### src/sv/tls13_server_hello_parser_assert.svh
// Assertion macros shared by the server hello parser modules.
`ifndef TLS13_SERVER_HELLO_PARSER_ASSERT_SVH
`define TLS13_SERVER_HELLO_PARSER_ASSERT_SVH
`ifndef SYNTHESIS
// Implication checked on every rising clock edge outside reset.
`define SHP_ASSERT_IMP(label, clk, rst_n, ante, cons) \
  label: assert property (@(posedge clk) disable iff (!rst_n) (ante) |-> (cons)) \
    else $error("assertion failed");
// Next-cycle implication checked outside reset.
`define SHP_ASSERT_NEXT(label, clk, rst_n, ante, cons) \
  label: assert property (@(posedge clk) disable iff (!rst_n) (ante) |=> (cons)) \
    else $error("assertion failed");
`else
`define SHP_ASSERT_IMP(label, clk, rst_n, ante, cons)
`define SHP_ASSERT_NEXT(label, clk, rst_n, ante, cons)
`endif
`endif

### src/sv/tls13shp_pkg.sv
// Package with types, constants and tables of the server hello parser.
package tls13shp_pkg;

  localparam int unsigned CookieMax = 512;

  localparam logic [15:0] XtVersions = 16'd43;
  localparam logic [15:0] XtKeyshare = 16'd51;
  localparam logic [15:0] XtPsk      = 16'd41;
  localparam logic [15:0] XtCookie   = 16'd44;
  localparam logic [15:0] Tls13Code  = 16'h0304;
  localparam logic [15:0] LegacyVer  = 16'h0303;

  // Configuration register indexes.
  localparam logic [2:0] CfgPskMode   = 3'd0;
  localparam logic [2:0] CfgKeyGroup  = 3'd1;
  localparam logic [2:0] CfgShareLen  = 3'd2;
  localparam logic [2:0] CfgCtLen     = 3'd3;
  localparam logic [2:0] CfgSuiteA    = 3'd4;
  localparam logic [2:0] CfgSuiteB    = 3'd5;

  // Payload kinds.
  localparam logic [1:0] KindNone   = 2'd0;
  localparam logic [1:0] KindPub    = 2'd1;
  localparam logic [1:0] KindCt     = 2'd2;
  localparam logic [1:0] KindCookie = 2'd3;

  typedef enum logic [4:0] {
    PH_VER0, PH_VER1, PH_RAND, PH_SID, PH_SUITE0, PH_SUITE1, PH_COMP,
    PH_XLEN0, PH_XLEN1, PH_ETYPE0, PH_ETYPE1, PH_ELEN0, PH_ELEN1,
    PH_SV0, PH_SV1, PH_KG0, PH_KG1, PH_KL0, PH_KL1, PH_KCT, PH_KPUB,
    PH_PSK0, PH_PSK1, PH_CK0, PH_CK1, PH_CKB
  } phase_e;

  typedef struct packed {
    logic        psk_offer;
    logic [15:0] key_group;
    logic [15:0] share_len;
    logic [11:0] ct_len;
    logic [15:0] suite_a;
    logic [15:0] suite_b;
  } cfg_t;

  typedef struct packed {
    logic [1:0]  kind;
    logic [7:0]  pbyte;
    logic        done;
    logic        status;
    logic        retry;
    logic        psk;
    logic        share;
    logic [15:0] group;
    logic [15:0] ck_len;
    logic [3:0]  seen;
  } result_t;

  // Retry-request magic value of the random field.
  function automatic logic [7:0] retry_magic(input logic [4:0] idx);
    logic [7:0] m;
    case (idx)
      5'd0: m = 8'hcf;   5'd1: m = 8'h21;   5'd2: m = 8'had;   5'd3: m = 8'h74;
      5'd4: m = 8'he5;   5'd5: m = 8'h9a;   5'd6: m = 8'h61;   5'd7: m = 8'h11;
      5'd8: m = 8'hbe;   5'd9: m = 8'h1d;   5'd10: m = 8'h8c;  5'd11: m = 8'h02;
      5'd12: m = 8'h1e;  5'd13: m = 8'h65;  5'd14: m = 8'hb8;  5'd15: m = 8'h91;
      5'd16: m = 8'hc2;  5'd17: m = 8'ha2;  5'd18: m = 8'h11;  5'd19: m = 8'h16;
      5'd20: m = 8'h7a;  5'd21: m = 8'hbb;  5'd22: m = 8'h8c;  5'd23: m = 8'h5e;
      5'd24: m = 8'h07;  5'd25: m = 8'h9e;  5'd26: m = 8'h09;  5'd27: m = 8'he2;
      5'd28: m = 8'hc8;  5'd29: m = 8'ha8;  5'd30: m = 8'h33;  default: m = 8'h9c;
    endcase
    return m;
  endfunction

endpackage

### src/sv/tls13_server_hello_parser.sv
// Top level of the TLS 1.3 server hello parser.
// One body byte is accepted per cycle: a byte is parsed by a small state machine between the
// input and a one-entry result register, so the block takes a byte every cycle while the
// result register can move on; results (payload bytes and the verdict on the last byte) appear
// in the cycle after the byte that causes them. Configuration writes are taken at any time.
module tls13_server_hello_parser (
  input  logic        clk_i,
  input  logic        rst_ni,
  input  logic        in_valid_i,
  output logic        in_ready_o,
  input  logic [7:0]  data_byte_i,
  input  logic        last_byte_i,
  input  logic        cfg_valid_i,
  output logic        cfg_ready_o,
  input  logic [2:0]  cfg_index_i,
  input  logic [15:0] cfg_data_i,
  output logic        out_valid_o,
  input  logic        out_ready_i,
  output logic [1:0]  payload_kind_o,
  output logic [7:0]  payload_byte_o,
  output logic        done_res_o,
  output logic        status_o,
  output logic        hello_retry_o,
  output logic        psk_accepted_o,
  output logic        key_share_present_o,
  output logic [15:0] selected_group_o,
  output logic [15:0] cookie_length_o,
  output logic [3:0]  seen_mask_o
);
  import tls13shp_pkg::*;

  cfg_t    cfg;
  result_t res, res_q;
  logic    emit, step, vld_q;

  assign in_ready_o = !vld_q || out_ready_i;
  assign step = in_valid_i && in_ready_o;

  tls13shp_cfg u_cfg (
    .clk_i, .rst_ni, .cfg_valid_i, .cfg_ready_o, .cfg_index_i, .cfg_data_i, .cfg_o(cfg)
  );

  tls13shp_core u_core (
    .clk_i, .rst_ni, .step_i(step), .byte_i(data_byte_i), .last_i(last_byte_i),
    .cfg_i(cfg), .emit_o(emit), .res_o(res)
  );

  // Output register.
  always_ff @(posedge clk_i or negedge rst_ni) begin
    if (!rst_ni) begin
      vld_q <= 1'b0;
    end else if (in_ready_o) begin
      vld_q <= emit;
    end
  end

  always_ff @(posedge clk_i) begin
    if (in_ready_o && emit) res_q <= res;
  end

  assign out_valid_o         = vld_q;
  assign payload_kind_o      = res_q.kind;
  assign payload_byte_o      = res_q.pbyte;
  assign done_res_o          = res_q.done;
  assign status_o            = res_q.status;
  assign hello_retry_o       = res_q.retry;
  assign psk_accepted_o      = res_q.psk;
  assign key_share_present_o = res_q.share;
  assign selected_group_o    = res_q.group;
  assign cookie_length_o     = res_q.ck_len;
  assign seen_mask_o         = res_q.seen;

`include "tls13_server_hello_parser_assert.svh"
  `SHP_ASSERT_NEXT(a_hold, clk_i, rst_ni, out_valid_o && !out_ready_i, out_valid_o)
  `SHP_ASSERT_IMP(a_stall, clk_i, rst_ni, out_valid_o && !out_ready_i, !in_ready_o)
  `SHP_ASSERT_NEXT(a_load, clk_i, rst_ni, step && emit, out_valid_o)
endmodule

### src/sv/tls13shp_cfg.sv
// Configuration register file of the server hello parser.
module tls13shp_cfg (
  input  logic                 clk_i,
  input  logic                 rst_ni,
  input  logic                 cfg_valid_i,
  output logic                 cfg_ready_o,
  input  logic [2:0]           cfg_index_i,
  input  logic [15:0]          cfg_data_i,
  output tls13shp_pkg::cfg_t   cfg_o
);
  import tls13shp_pkg::*;

  cfg_t cfg_q, cfg_d;

  assign cfg_ready_o = 1'b1;
  assign cfg_o = cfg_q;

  // Register decode.
  always_comb begin
    cfg_d = cfg_q;
    if (cfg_valid_i) begin
      unique case (cfg_index_i)
        CfgPskMode:  cfg_d.psk_offer = cfg_data_i[0];
        CfgKeyGroup: cfg_d.key_group = cfg_data_i;
        CfgShareLen: cfg_d.share_len = cfg_data_i;
        CfgCtLen:    cfg_d.ct_len    = cfg_data_i[11:0];
        CfgSuiteA:   cfg_d.suite_a   = cfg_data_i;
        CfgSuiteB:   cfg_d.suite_b   = cfg_data_i;
        default:     cfg_d = cfg_q;
      endcase
    end
  end

  always_ff @(posedge clk_i or negedge rst_ni) begin
    if (!rst_ni) begin
      cfg_q <= '{psk_offer: 1'b0, key_group: 16'd29, share_len: 16'd32,
                 ct_len: 12'd0, suite_a: 16'd4867, suite_b: 16'd4867};
    end else begin
      cfg_q <= cfg_d;
    end
  end
endmodule

### src/sv/tls13shp_core.sv
// Per-byte parse state machine of the server hello parser.
module tls13shp_core (
  input  logic                    clk_i,
  input  logic                    rst_ni,
  input  logic                    step_i,
  input  logic [7:0]              byte_i,
  input  logic                    last_i,
  input  tls13shp_pkg::cfg_t      cfg_i,
  output logic                    emit_o,
  output tls13shp_pkg::result_t   res_o
);
  import tls13shp_pkg::*;

  phase_e      ph_q, ph_d;
  logic [15:0] cnt_q, cnt_d, body_q, body_d, ext_q, ext_d, etype_q, etype_d;
  logic [7:0]  acc_q, acc_d;
  logic [3:0]  seen_q, seen_d;
  logic        err_q, err_d, magic_q, magic_d, ver_q, ver_d, psk_q, psk_d;
  logic        share_q, share_d;
  logic [15:0] grp_q, grp_d, ckl_q, ckl_d;
  logic [15:0] w;
  logic [3:0]  xbit;
  logic [1:0]  kind;
  logic        hrr, ok;

  assign w   = {acc_q, byte_i};
  assign hrr = magic_q;

  // Extension type to seen bit.
  always_comb begin
    case (etype_q)
      XtVersions: xbit = 4'b0001;
      XtKeyshare: xbit = 4'b0010;
      XtPsk:      xbit = 4'b0100;
      XtCookie:   xbit = 4'b1000;
      default:    xbit = 4'b0000;
    endcase
  end

  // Next-state logic for one accepted byte.
  always_comb begin
    ph_d = ph_q; cnt_d = cnt_q; body_d = body_q; ext_d = ext_q; etype_d = etype_q;
    acc_d = acc_q; seen_d = seen_q; err_d = err_q; magic_d = magic_q; ver_d = ver_q;
    psk_d = psk_q; share_d = share_q; grp_d = grp_q; ckl_d = ckl_q;
    kind = KindNone;
    if (step_i && !err_q) begin
      if (ph_q >= PH_ETYPE0 && body_q == 16'd0) begin
        err_d = 1'b1;
      end else begin
        if (ph_q >= PH_ETYPE0) body_d = body_q - 16'd1;
        if (ph_q >= PH_SV0) ext_d = ext_q - 16'd1;
        unique case (ph_q)
          PH_VER0, PH_SUITE0, PH_XLEN0, PH_ETYPE0, PH_ELEN0,
          PH_SV0, PH_KG0, PH_KL0, PH_PSK0, PH_CK0: begin
            acc_d = byte_i;
            ph_d = phase_e'(ph_q + 5'd1);
          end
          PH_VER1: begin
            if (w != LegacyVer) err_d = 1'b1;
            else begin cnt_d = '0; ph_d = PH_RAND; end
          end
          PH_RAND: begin
            if (byte_i != retry_magic(cnt_q[4:0])) magic_d = 1'b0;
            cnt_d = cnt_q + 16'd1;
            if (cnt_q[4:0] == 5'd31) ph_d = PH_SID;
          end
          PH_SID: begin
            if (byte_i != 8'd0) err_d = 1'b1; else ph_d = PH_SUITE0;
          end
          PH_SUITE1: begin
            if (w != cfg_i.suite_a && w != cfg_i.suite_b) err_d = 1'b1;
            else ph_d = PH_COMP;
          end
          PH_COMP: begin
            if (byte_i != 8'd0) err_d = 1'b1; else ph_d = PH_XLEN0;
          end
          PH_XLEN1: begin
            body_d = w; ph_d = PH_ETYPE0;
          end
          PH_ETYPE1: begin
            etype_d = w; ph_d = PH_ELEN0;
          end
          PH_ELEN1: begin
            ext_d = w;
            if (w > body_d) err_d = 1'b1;
            else if (etype_q == XtPsk && (hrr || !cfg_i.psk_offer)) err_d = 1'b1;
            else if (xbit == 4'd0 || (seen_q & xbit) != 4'd0) err_d = 1'b1;
            else begin
              seen_d = seen_q | xbit;
              case (etype_q)
                XtVersions: if (w != 16'd2) err_d = 1'b1; else ph_d = PH_SV0;
                XtKeyshare: begin
                  if (hrr || {1'b0, w} != 17'd36 + {5'd0, cfg_i.ct_len}) err_d = 1'b1;
                  else ph_d = PH_KG0;
                end
                XtPsk: if (w != 16'd2) err_d = 1'b1; else ph_d = PH_PSK0;
                default: if (!hrr || w < 16'd2) err_d = 1'b1; else ph_d = PH_CK0;
              endcase
            end
          end
          PH_SV1: begin
            ver_d = (w == Tls13Code); ph_d = PH_ETYPE0;
          end
          PH_KG1: begin
            if (w != cfg_i.key_group) err_d = 1'b1;
            else begin grp_d = w; ph_d = PH_KL0; end
          end
          PH_KL1: begin
            if (w != cfg_i.share_len) err_d = 1'b1;
            else begin
              cnt_d = '0;
              ph_d = (cfg_i.ct_len != 12'd0) ? PH_KCT : PH_KPUB;
            end
          end
          PH_KCT: begin
            kind = KindCt;
            cnt_d = cnt_q + 16'd1;
            if (cnt_d >= {4'd0, cfg_i.ct_len}) begin cnt_d = '0; ph_d = PH_KPUB; end
          end
          PH_KPUB: begin
            kind = KindPub;
            cnt_d = cnt_q + 16'd1;
            if (cnt_d >= 16'd32) begin share_d = 1'b1; ph_d = PH_ETYPE0; end
          end
          PH_PSK1: begin
            if (w == 16'd0) psk_d = 1'b1;
            ph_d = PH_ETYPE0;
          end
          PH_CK1: begin
            ckl_d = w;
            if (w > 16'(CookieMax) || w != ext_d) err_d = 1'b1;
            else ph_d = (w != 16'd0) ? PH_CKB : PH_ETYPE0;
          end
          PH_CKB: begin
            kind = KindCookie;
            if (ext_d == 16'd0) ph_d = PH_ETYPE0;
          end
          default: err_d = 1'b1;
        endcase
      end
    end
  end

  // Result fields for this byte.
  always_comb begin
    ok = !err_d && ver_d && ph_d == PH_ETYPE0 && body_d == 16'd0;
    emit_o = step_i && (kind != KindNone || last_i);
    res_o = '0;
    res_o.kind  = kind;
    res_o.pbyte = (kind != KindNone) ? byte_i : 8'd0;
    if (last_i) begin
      res_o.done   = 1'b1;
      res_o.status = !ok;
      res_o.retry  = magic_d && ph_d > PH_RAND;
      res_o.psk    = psk_d;
      res_o.share  = share_d;
      res_o.group  = share_d ? grp_d : 16'd0;
      res_o.ck_len = ckl_d;
      res_o.seen   = seen_d;
    end
  end

  // State registers; the verdict restarts the parse.
  always_ff @(posedge clk_i or negedge rst_ni) begin
    if (!rst_ni) begin
      ph_q <= PH_VER0; cnt_q <= '0; body_q <= '0; ext_q <= '0; etype_q <= '0;
      acc_q <= '0; seen_q <= '0; err_q <= 1'b0; magic_q <= 1'b1; ver_q <= 1'b0;
      psk_q <= 1'b0; share_q <= 1'b0; grp_q <= '0; ckl_q <= '0;
    end else if (step_i && last_i) begin
      ph_q <= PH_VER0; cnt_q <= '0; body_q <= '0; ext_q <= '0; etype_q <= '0;
      acc_q <= '0; seen_q <= '0; err_q <= 1'b0; magic_q <= 1'b1; ver_q <= 1'b0;
      psk_q <= 1'b0; share_q <= 1'b0; grp_q <= '0; ckl_q <= '0;
    end else begin
      ph_q <= ph_d; cnt_q <= cnt_d; body_q <= body_d; ext_q <= ext_d;
      etype_q <= etype_d; acc_q <= acc_d; seen_q <= seen_d; err_q <= err_d;
      magic_q <= magic_d; ver_q <= ver_d; psk_q <= psk_d; share_q <= share_d;
      grp_q <= grp_d; ckl_q <= ckl_d;
    end
  end

`include "tls13_server_hello_parser_assert.svh"
  `SHP_ASSERT_IMP(a_err_sticky, clk_i, rst_ni, err_q && !(step_i && last_i), err_d)
  `SHP_ASSERT_IMP(a_kind_no_err, clk_i, rst_ni, kind != KindNone, !err_q && step_i)
  `SHP_ASSERT_NEXT(a_restart, clk_i, rst_ni, step_i && last_i, ph_q == PH_VER0 && !err_q)
endmodule
### config.mk
export PLATFORM = sky130hd
export DESIGN_NAME = tls13_server_hello_parser
export DESIGN_NICKNAME = d
export VERILOG_FILES = /design/src/sv/tls13shp_pkg.sv /design/src/sv/tls13_server_hello_parser.sv /design/src/sv/tls13shp_cfg.sv /design/src/sv/tls13shp_core.sv
export VERILOG_INCLUDE_DIRS = /design/src /design/src/sv
export SDC_FILE = /design/constraint.sdc
export NUM_CORES = 1
export LEC_CHECK = 0
export BUFFER_PORTS_ARGS = -buffer_cell sky130_fd_sc_hd__buf_2
export CORE_MARGIN = 2
export CORE_UTILIZATION = 56
export CTS_CLUSTER_DIAMETER = 40
export DETAILED_ROUTE_END_ITERATION = 12
export GPL_TIMING_DRIVEN = 0
export PLACE_DENSITY_LB_ADDON = 0.08
export SYNTH_ARGS = -nofsm -noshare
export SYNTH_HDL_FRONTEND = slang
export SYNTH_SLANG_ARGS = --single-unit
### constraint.sdc
create_clock -name clk_i -period 4.3 [get_ports clk_i]
set_input_delay 1.29 -clock clk_i [delete_from_list [all_inputs] [get_ports clk_i]]
set_output_delay 1.29 -clock clk_i [all_outputs]
set_load 0.005 [all_outputs]
After elaboration in Yosys (flattened, before gate mapping)
Memory sizes are Yosys's and may differ from the RTL's.
Index checks and enable logic that the tools add are counted.
{"block": "word_totals", "mem_bits_ro": 256, "memories": 1, "elab_cells": 269, "register_bits": 247}
{"memory": "(name not given)", "depth": 32, "word_bits": 8, "rd": 1, "rd_clocked_by_memory_dff": 0, "write_ports": 0, "line": "tls13shp_pkg.sv:59", "rtl": "case (idx)"}
{"block": "classes", "eq_ne": 49, "n_reduce_logical": 58, "addsub": 5, "magnitude_cmp": 8, "n_mux": 115, "bitwise_logic": 2}
{"operator": "two-way mux 16 bit", "n": 34}
{"operator": "two-way mux 5 bit", "n": 22}
{"operator": "!= test 16 bit", "n": 5}
{"operator": "one-hot mux 5 bit (15 select lines)", "n": 1}
{"operator": "equality test 16 x 6 -> 1 bit (second input constant)", "n": 4}
{"operator": "zero test 16 bit", "n": 4}
{"operator": "one-hot mux 16 bit (4 select lines)", "n": 1}
{"operator": "two-way mux 8 bit", "n": 7}
{"operator": "equality test 5 bit (second input constant)", "n": 11}
{"operator": "equality test 5 x 4 -> 1 bit (second input constant)", "n": 9}
{"operator": "two-way mux 41 bit", "n": 1}
{"operator": "two-way mux 1 bit", "n": 34}
{"operator": "subtractor 16 x 1 -> 16 bit (second input constant)", "n": 2}
{"operator": "two-way mux 4 bit", "n": 7}
{"operator": "equality test 5 x 3 -> 1 bit (second input constant)", "n": 4}
{"operator": "OR reduction 18 bit", "n": 1}
{"operator": "!= test 16 x 17 -> 1 bit", "n": 1}
{"operator": "adder 16 x 1 -> 16 bit (second input constant)", "n": 1}
{"operator": "equality test 16 x 10 -> 1 bit (second input constant)", "n": 1}
{"operator": "greater-or-equal comparator 16 x 12 -> 1 bit", "n": 1}
{"operator": "greater-or-equal comparator 16 x 6 -> 1 bit (second input constant)", "n": 1}
{"operator": "greater-than comparator 16 x 10 -> 1 bit (second input constant)", "n": 1}
{"operator": "greater-than comparator 16 bit", "n": 1}
{"operator": "< comparator 16 x 2 -> 1 bit (second input constant)", "n": 1}
{"operator": "41 further kinds", "n": 82}

Logic depth before layout (Yosys ltp)
Gate-level depths: netlist (run 1).
{"block": "depth", "depth_word": 17, "depth_mapped": 18, "mapped_depth_nobuf": 17}

Cells and area by module
A second synthesis (run 1) with hierarchy kept.
{"block": "unflattened", "hier_cells": 1654, "hier_area_um2": 15712.6}
{"mod": "tls13shp_core", "n_inst": 1, "cells_per_inst": 1428, "area_each_um2": 11020.6, "seq_area_each_um2": 2954.1}
{"mod": "tls13shp_cfg", "n_inst": 1, "cells_per_inst": 170, "area_each_um2": 3103.0, "seq_area_each_um2": 1945.6}
{"mod": "tls13_server_hello_parser", "n_inst": 1, "cells_per_inst": 56, "area_each_um2": 1589.0, "seq_area_each_um2": 1556.5}

Worst setup path before layout (run 1)
OpenSTA, ideal clock, no wires.
{"block": "synth_timing", "kind": "register to register", "start": "register u_core.ph_q[1]", "end": "register res_q (netlist bit status_o) (data pin)", "setup_ns": 0.264, "arrival_time_ns": 4.223, "path_stages_with_launch": 18, "required_ns": 4.036, "path_slack_ns": -0.187, "path_cell_list": "dfrtp_1 -> buf_6 -> inv_1 -> ha_1 -> o41a_1 -> o211ai_1 -> or3_1 -> xor2_1 -> ha_1 -> nand4_1 -> nor2_1 -> a221o_1 -> o31a_1 -> or3_1 -> o2111a_1 -> a311oi_1 -> a21oi_1 -> o41a_1"}
{"block": "synth_via", "elab_chain_len": 15, "word_cells_on_any_way": 84}
{"element": "start, declared", "line": "tls13shp_core.sv:14", "rtl": "phase_e ph_q, ph_d;"}
{"element": "start signal, assigned", "line": "tls13shp_core.sv:174", "rtl": "ph_q <= ph_d; cnt_q <= cnt_d; body_q <= body_d; ext_q <= ext_d;"}
{"element": "branches (longest 13 deep; another with greater-than comparator 16 bit)"}
{"element": "logical AND 1 bit (*)", "line": "tls13shp_core.sv:146", "rtl": "ok = !err_d && ver_d && ph_d == PH_ETYPE0 && body_d == 16'd0;"}
{"element": "zero test 1 bit (*)", "line": "tls13shp_core.sv:153", "rtl": "res_o.status = !ok;"}
{"element": "end signal, assigned", "line": "tls13_server_hello_parser.sv:58", "rtl": "if (in_ready_o && emit) res_q <= res;"}
{"element": "end, declared", "line": "tls13_server_hello_parser.sv:33", "rtl": "result_t res, res_q;"}
Mark *: on every way between the ends. The select of a mux whose other input is x is not followed.
A chain may end at the register's enable or synchronous reset.

Worst setup path in the final report (run 1)
Same ends and word-level chain as after synthesis.

==> run_results.csv, run 1 <==
group,metric,value,unit
outcome,status,"finished with violations",
outcome,violations,"setup timing",
timing,tightestPinTransition,1.21,ns
timing,slew_violations,0,
clocking,cts_sinks,247,
power_and_ir_drop,ir_drop,486,uV
clocking,hold_buffers,0,
layout,drive_gt1_share,20.6,%
layout,fill_cells,2259,
timing,setup_viol_count_final,6,
timing,slew_headroom,18.7,%
grt,grt_overflow,0,
floorplanning,die_h,171,um
grt,antenna_found_initial,1,
worst_setup_path,cpPeakStageDelay,0.49,ns
worst_setup_path,worstPathArrival,5.12,ns
worst_setup_path,critical_path.max_fanout,5,
grt,grt_pass1_vias,13800,
yosys,synth-seq-area-share,41.5,%
yosys,yosys_warnings,0,
yosys,syn_inst,1681,
floorplanning,core,27600,um2
yosys,synth_commonest_cells,"nor2_1 (208), dfrtp_1 (180), nand2_1 (120), clkbuf_1 (99), a21oi_1 (97)",
yosys,yosysTopAreaCell,"dfrtp_1",
yosys,syn-num-nets,1759,
floorplanning,die_x,171,um
yosys,synthTopCellsByArea,"dfrtp_1 (29%), edfxtp_1 (9.8%), mux2_2 (5.6%)",
yosys,avgSynthCellArea,9.26,um2
route,wl_per_cell,23.1,um
yosys,async_reset_ff_share,79.4,%
clocking,cts_buffers,39,
yosys,synthDistinctLibCells,90,
power_and_ir_drop,p_leak,0.00763,uW
timing,fmax,206,MHz
worst_setup_path,crit_family,"compound AO/OA/AOI/OAI gates",
layout,fin_nets,1926,
yosys,synth_top_flop_cell,"dfrtp_1",
worst_setup_path,required,4.56,ns
clocking,tritoncts,"yes",
timing,skew,0.0243,ns
worst_setup_path,r2r-start,"u_core.ph_q[1]$_DFF_PN0_",
yosys,ys_ff_latch,247,
hold_path,hold_path_class,"flip-flop to flip-flop",
yosys,synth_most_common_cell,"nor2_1",
worst_setup_path,crit_type,"flip-flop to flip-flop",
hold_path,min_from,"u_core.etype_q[5]$_DFFE_PN0P_",
route,final_antenna_net_count,0,
yosys,netlist.area_leader.share,28.9,%
route,route.detailed.drc,0,
worst_setup_path,cp-startpoint,"u_core.ph_q[1]$_DFF_PN0_",
clocking,max-clock-path-buffers,3,
timing,fin_hold_ws,0.480,ns
placement,dp_slack,-1.22,ns
route,drt-initial-drc-count,1671,
grt,grt_pass1_wl,80.7,mm
worst_setup_path,crit_slowest_cell,"o41a_1",
layout,area_growth,18.3,%
clocking,clk_pin_slew_worst_paths,0.06,ns
worst_setup_path,cp_num_buf_inv,4,
yosys,synth_edf_count,51,
grt,grtUsageTotal,36.3,%
timing,fin_crit_sh,113,%
timing,setup_ws,-0.558,ns
placement,place.port_buffers,83,
worst_setup_path,end_kind,"flip-flop",
worst_setup_path,start_kind,"flip-flop",
route,drt-vias-per-instance,6.36,
grt,grt_max_degree,105,
flow_run,drv_cap,0,
floorplanning,rows,61,
floorplanning,io_pins,87,
timing,final_hold_viol_count,0,
timing,rsz0062_at_grt,"yes",
clocking,cts-root-buf,"clkbuf_16",
timing,finalCriticalPeriod,4.86,ns
power_and_ir_drop,powerDensity,633,nW/um2
worst_setup_path,crit_chain,"buf_6 -> inv_6 -> ha_4 -> o41a_1 -> o211ai_1 -> buf_4 -> nor4_2 -> xnor2_2 -> ha_1 -> nand4_1 -> nor4_2 -> buf_4 -> nand4_1 -> o31a_1 -> nor3_2 -> a21oi_1 -> a2bb2oi_2 -> nand4b_1 -> o41a_1",
route,num_vias,14400,
route,wl,52.2,mm
floorplanning,die_area,29100,um2
route,dr.pass1.iters,5,
yosys,netlist_area,15600,um2
floorplanning,start_util,56.5,%
placement,hpwl,36.6,mm
clocking,cts-htree-levels,2,
clocking,clkLatencyLatePin,0.53,ns
placement,gp_congestion,1.03,
timing repair:
item / 4_1_cts / 5_1_grt
resized for setup: 52 / 36
pin swaps: 20 / 24
endpoints found under the setup margin: 94 / 87
buffers inserted: 34 / 9
cloned: 0 / 0
worst min-delay path, stage by stage (launching register included):
cell	delay (ns)
dfrtp_1	0.34
nand2_1	0.04
o21ai_0	0.06
cell usage in the layout, fill, tap and decap left out, types with 7 or more instances in the layout:
master and count:
edfxtp_1 51, a22oi_1 9, and3_1 8, dfstp_2 16, clkbuf_1 94, dfrtp_1 177
nor4_2 8, a21oi_1 93, nor3_1 34, o22ai_1 16, o31ai_1 20, nand3_1 34
a31oi_1 14, xor2_1 39, o21ai_0 77, or2_2 9, nor4_1 21, or3_1 9
o211ai_1 15, nand4b_1 7, clkbuf_16 39, and2_1 15, a211oi_1 13, nand2b_1 25
a21o_1 11, mux2_2 78, or4_1 7, inv_1 39, buf_2 91, nand2_1 119
mux2i_1 42, buf_4 44, ha_1 43, nor2b_1 16, nand4_1 44, buf_1 10
nor2_1 207, clkbuf_2 11, nor3b_1 7, xnor2_1 82
power by group:
group	total, uW	internal, uW	switching (uW)	leakage, uW
Combinational	5470	2180	3290	0.00404
Sequential	3230	2820	417	0.00300
Clock	2950	1780	1170	0.000587
Total	11700	6780	4880	0.00763
metal layers:
metal  vias up  part of all wire (%)  global-route usage [%]
met3       180                   9.8                    6.85
met5         -                     0                       0
met4         0                   4.6                    15.5
met1      7012                    42                    51.2
met2       738                    44                    54.8
li1       6424                     -                       -
through the flow:
step | cells | power (uW) | area (um2) | util, % | setup TNS (ns)
2_1_floorplan | 1681 | 6410 | 15600 | - | -0.00350
3_3_place_gp | 2142 | 7780 | 16500 | 59.8 | -367.22
3_5_place_dp | 2144 | 7830 | 16500 | 60.0 | -43.13
4_1_cts | 2246 | 11300 | 18200 | 66.1 | -0.558
5_1_grt | 2255 | 12200 | 18400 | 66.8 | -2.17
6_report | 2256 | 11700 | 18400 | 66.8 | -1.27
state kept, by name, summed over array words and instances (netlist names), 5 cells and up:
register	cells
u_core.ext_q	16
cookie_length_o	16
u_core.cnt_q	16
payload_byte_o	8
u_core.acc_q	8
selected_group_o	16
u_core.etype_q	16
u_core.body_q	16
u_cfg.cfg_o	77
u_core.grp_q	16
u_core.ph_q	5
u_core.ckl_q	16
cell families (layout without fill, tap and decap cells):
logic type	after synthesis	count (layout)	synth area share, %
compound gates	360	360	15.3
xor+xnor	127	127	7.15
fa+ha+maj	45	45	3.62
buf+inv	166	362	4.21
flops	247	247	41.5
mux	120	120	8.35
other cells	1	2	0.0241
simple gates	615	615	19.8
final timing paths:
kind                                                       to  slack, ns  cells after the start
worst max-delay path                   status_o$_SDFFCE_PN0P_      -0.56                     19
worst min-delay path            u_core.etype_q[5]$_DFFE_PN0P_       0.48                      2
worst max register to register         status_o$_SDFFCE_PN0P_      -0.56                     19
worst min register to register  u_core.etype_q[5]$_DFFE_PN0P_       0.48                      2
max in group asynchronous            u_core.ph_q[0]$_DFF_PN0_       2.46                      2
min in group asynchronous         u_cfg.cfg_o[66]$_DFFE_PN0P_       0.80                      1
layout make-up:
type	count	area [um2]	share of cell area, %
antenna	1	2.50	0.0136
buffer	124	538	2.92
clock buffer	49	1030	5.61
clock inverter	21	173	0.938
inverter	40	155	0.843
multi-input combinational	1268	8770	47.6
sequential	247	6460	35.1
tap	378	473	2.57
timing repair buffer	128	807	4.38
Note: power is estimated with default switching activity, not from simulation.
==> run 2, diff against run 1 <==
Settings changed: SYNTH_HIERARCHICAL set to 1.
==> run_results.csv, run 2 <==
group,metric,value,unit
grt,grt_pass1_vias,13500,
yosys,netlist_area,15700,um2
timing,fmax,206,MHz
clocking,cts_sinks,247,
layout,diodes,0,
route,dr.pass1.iters,6,
worst_setup_path,crit_type,"input port to flip-flop",
yosys,synth_top_flop_cell,"dfrtp_1",
timing,finalCriticalPeriod,4.85,ns
yosys,async_reset_ff_share,79.4,%
yosys,avgSynthCellArea,9.50,um2
worst_setup_path,end_kind,"flip-flop",
yosys,syn_inst,1654,
floorplanning,start_util,56.7,%
worst_setup_path,start_kind,"input port",
floorplanning,io_pins,87,
clocking,cts-root-buf,"clkbuf_16",
route,final_antenna_net_count,0,
worst_setup_path,cpPeakStageDelay,0.58,ns
layout,fin_cells,2204,
floorplanning,die_h,172,um
yosys,yosysTopAreaCell,"dfrtp_1",
layout,utilization,66.7,%
layout,layout_common_cells,"nor2_1 (216), dfrtp_1 (180), buf_2 (102)",
power_and_ir_drop,powerDensity,649,nW/um2
hold_path,hold_path_class,"flip-flop to flip-flop",
timing,setup_viol_count_final,6,
timing,slew_headroom,5.59,%
yosys,synthDistinctLibCells,97,
yosys,ys_ff_latch,247,
worst_setup_path,critical_path.max_fanout,10,
worst_setup_path,crit_slowest_cell,"clkbuf_1",
timing,tightestPinTransition,1.41,ns
placement,hpwl,36.6,mm
hold_path,min_from,"u_cfg/cfg_o[36]$_DFFE_PN0P_",
worst_setup_path,cp-startpoint,"data_byte_i[0]",
yosys,syn-num-nets,1732,
floorplanning,rows,61,
grt,grtUsageTotal,35.6,%
power_and_ir_drop,ir_drop,322,uV
yosys,yosys_warnings,6,
placement,place.port_buffers,84,
floorplanning,die_x,172,um
worst_setup_path,required,4.57,ns
timing,rsz0062_at_grt,"yes",
layout,drive_gt1_share,20.1,%
power_and_ir_drop,p_leak,0.00786,uW
route,drt-vias-per-instance,6.32,
timing,setup-tns-final,-1.74,ns
yosys,synth_commonest_cells,"nor2_1 (218), dfrtp_1 (180), nand2_1 (99), o21ai_0 (84), clkbuf_1 (76)",
clocking,max-clock-path-buffers,3,
clocking,clkLatencyLatePin,0.53,ns
layout,largest_reg_flops,77,
worst_setup_path,crit_chain,"clkbuf_1 -> clkbuf_2 -> inv_1 -> ha_1 -> nor2b_1 -> o211ai_1 -> a211oi_2 -> a2111o_1 -> buf_4 -> a22oi_2 -> and2_1 -> a41o_1 -> a221oi_4 -> nor3_1 -> o311a_1",
clocking,hold_buffers,0,
grt,grt_pass1_wl,79.2,mm
worst_setup_path,r2r-start,"u_core/body_q[5]$_DFF_PN0_",
route,drt-initial-drc-count,1502,
timing,final_hold_viol_count,0,
layout,area_growth,17.5,%
yosys,synthTopCellsByArea,"dfrtp_1 (29%), edfxtp_1 (9.7%), nor2_1 (5.2%)",
worst_setup_path,cp_num_buf_inv,4,
timing,slew_violations,0,
clocking,cts_buffers,41,
flow_run,drv_cap,0,
clocking,cts-htree-levels,2,
grt,grt_max_degree,105,
route,wl,51.9,mm
layout,mostFrequentLayoutCell,"nor2_1",
layout,fin_nets,1873,
route,wl_per_cell,23.5,um
yosys,netlist.area_leader.share,28.7,%
timing,setup_ws,-0.551,ns
placement,dp_slack,-1.44,ns
floorplanning,core,27700,um2
route,route.detailed.drc,0,
timing,fin_crit_sh,113,%
placement,placed_cells,2118,
worst_setup_path,crit_family,"buffers and inverters",
yosys,synth_edf_count,51,
placement,gp_congestion,0.972,
outcome,violations,"setup timing",
outcome,status,"finished with violations",
yosys,synth-seq-area-share,41.1,%
grt,antenna_found_initial,0,
clocking,clk_pin_slew_worst_paths,0.05,ns
worst_setup_path,worstPathArrival,5.12,ns
grt,grt_overflow,0,
route,num_vias,13900,
floorplanning,die_area,29400,um2
yosys,synth_most_common_cell,"nor2_1",
clocking,tritoncts,"yes",
timing,skew,0.0354,ns
[run 2: cell types whose count changed after synthesis, sizes merged, moves of 6 or more]
cell / previous run / this run
xor2: 41 / 72
xnor2: 86 / 61
a21oi: 97 / 73
clkbuf: 99 / 77
nand2: 120 / 100
buf: 27 / 43
nand4: 44 / 32
nor4: 32 / 42
nor2: 209 / 218
nand3: 35 / 27
o31ai: 21 / 14
nor3: 39 / 45
[run 2: final timing paths]
check,depth (start not counted),slack (ns),end
setup / recovery,15,-0.55,hello_retry_o$_DFFE_PP_
hold / removal,1,0.50,u_cfg/cfg_o[36]$_DFFE_PN0P_
setup reg to reg,15,-0.55,hello_retry_o$_DFFE_PP_
hold reg to reg,1,0.50,u_cfg/cfg_o[36]$_DFFE_PN0P_
max in group asynchronous,2,2.54,u_core/cnt_q[5]$_DFFE_PN0P_
min in group asynchronous,1,0.78,u_core/ext_q[13]$_DFFE_PN0P_
[run 2: per-stage QoR]
| stage | hold WS, ns | area (um2) | power, uW |
|---|---|---|---|
| floorplan | 0.464 | 15800 | 6560 |
| global placement | 0.490 | 16700 | 8080 |
| detailed placement | 0.492 | 16700 | 8140 |
| CTS | 0.503 | 18400 | 11800 |
| global route | 0.531 | 18500 | 12500 |
| finish | 0.500 | 18500 | 12000 |
[run 2: metal layers]
layer  vias up  part of all wire [%]  track usage [%]
met5         -                     0                0
met4         0                   5.0             15.6
met3       155                   8.4             7.25
met2       676                    45             55.3
met1      6799                    42             48.2
li1       6296                     -                -
[run 2: cell type report]
| cell class | count | area, um2 |
|---|---|---|
| clock inverters | 19 | 282 |
| flip-flops and latches | 247 | 6460 |
| repair buffers | 102 | 609 |
| clock buffers | 55 | 1130 |
| well taps | 378 | 473 |
| inverters | 42 | 160 |
| multi-input cells | 1245 | 8770 |
| fillers | 2299 | 9240 |
| plain buffers | 116 | 592 |
[run 2: kinds of logic after synthesis]
kind of cell / count (synthesis) / synth area share (%)
flops: 247 / 41.1
xor+xnor: 133 / 7.46
other cells: 1 / 0.0239
buf+inv: 162 / 4.67
compound gates: 335 / 14.1
fa+ha+maj: 46 / 3.65
simple gates: 605 / 19.7
mux: 125 / 9.38
[run 2: what timing repair did]
action / in CTS / in global routing
endpoints found under the setup margin: 83 / 56
resized for setup: 36 / 21
pin swaps: 11 / 5
setup buffers: 10 / 7
[run 2: report_power, final]
| group | switching, uW | total, uW | internal (uW) |
|---|---|---|---|
| combinational | 3410 | 5450 | 2040 |
| clock | 1140 | 3350 | 2210 |
| sequential | 408 | 3190 | 2780 |
[run 2: worst register-to-register path, stage by stage, from the launching register on]
cell	delay, ns
dfrtp_1	0.41
or4_4	0.56
or4_4	0.49
or3_4	0.38
xor2_2	0.17
ha_1	0.33
nand4_1	0.14
or2_4	0.15
a211oi_2	0.04
a2111o_1	0.50
a2111oi_4	0.33
o211ai_1	0.14
a41o_1	0.30
a221oi_4	0.30
nor3_1	0.08
o311a_1	0.29
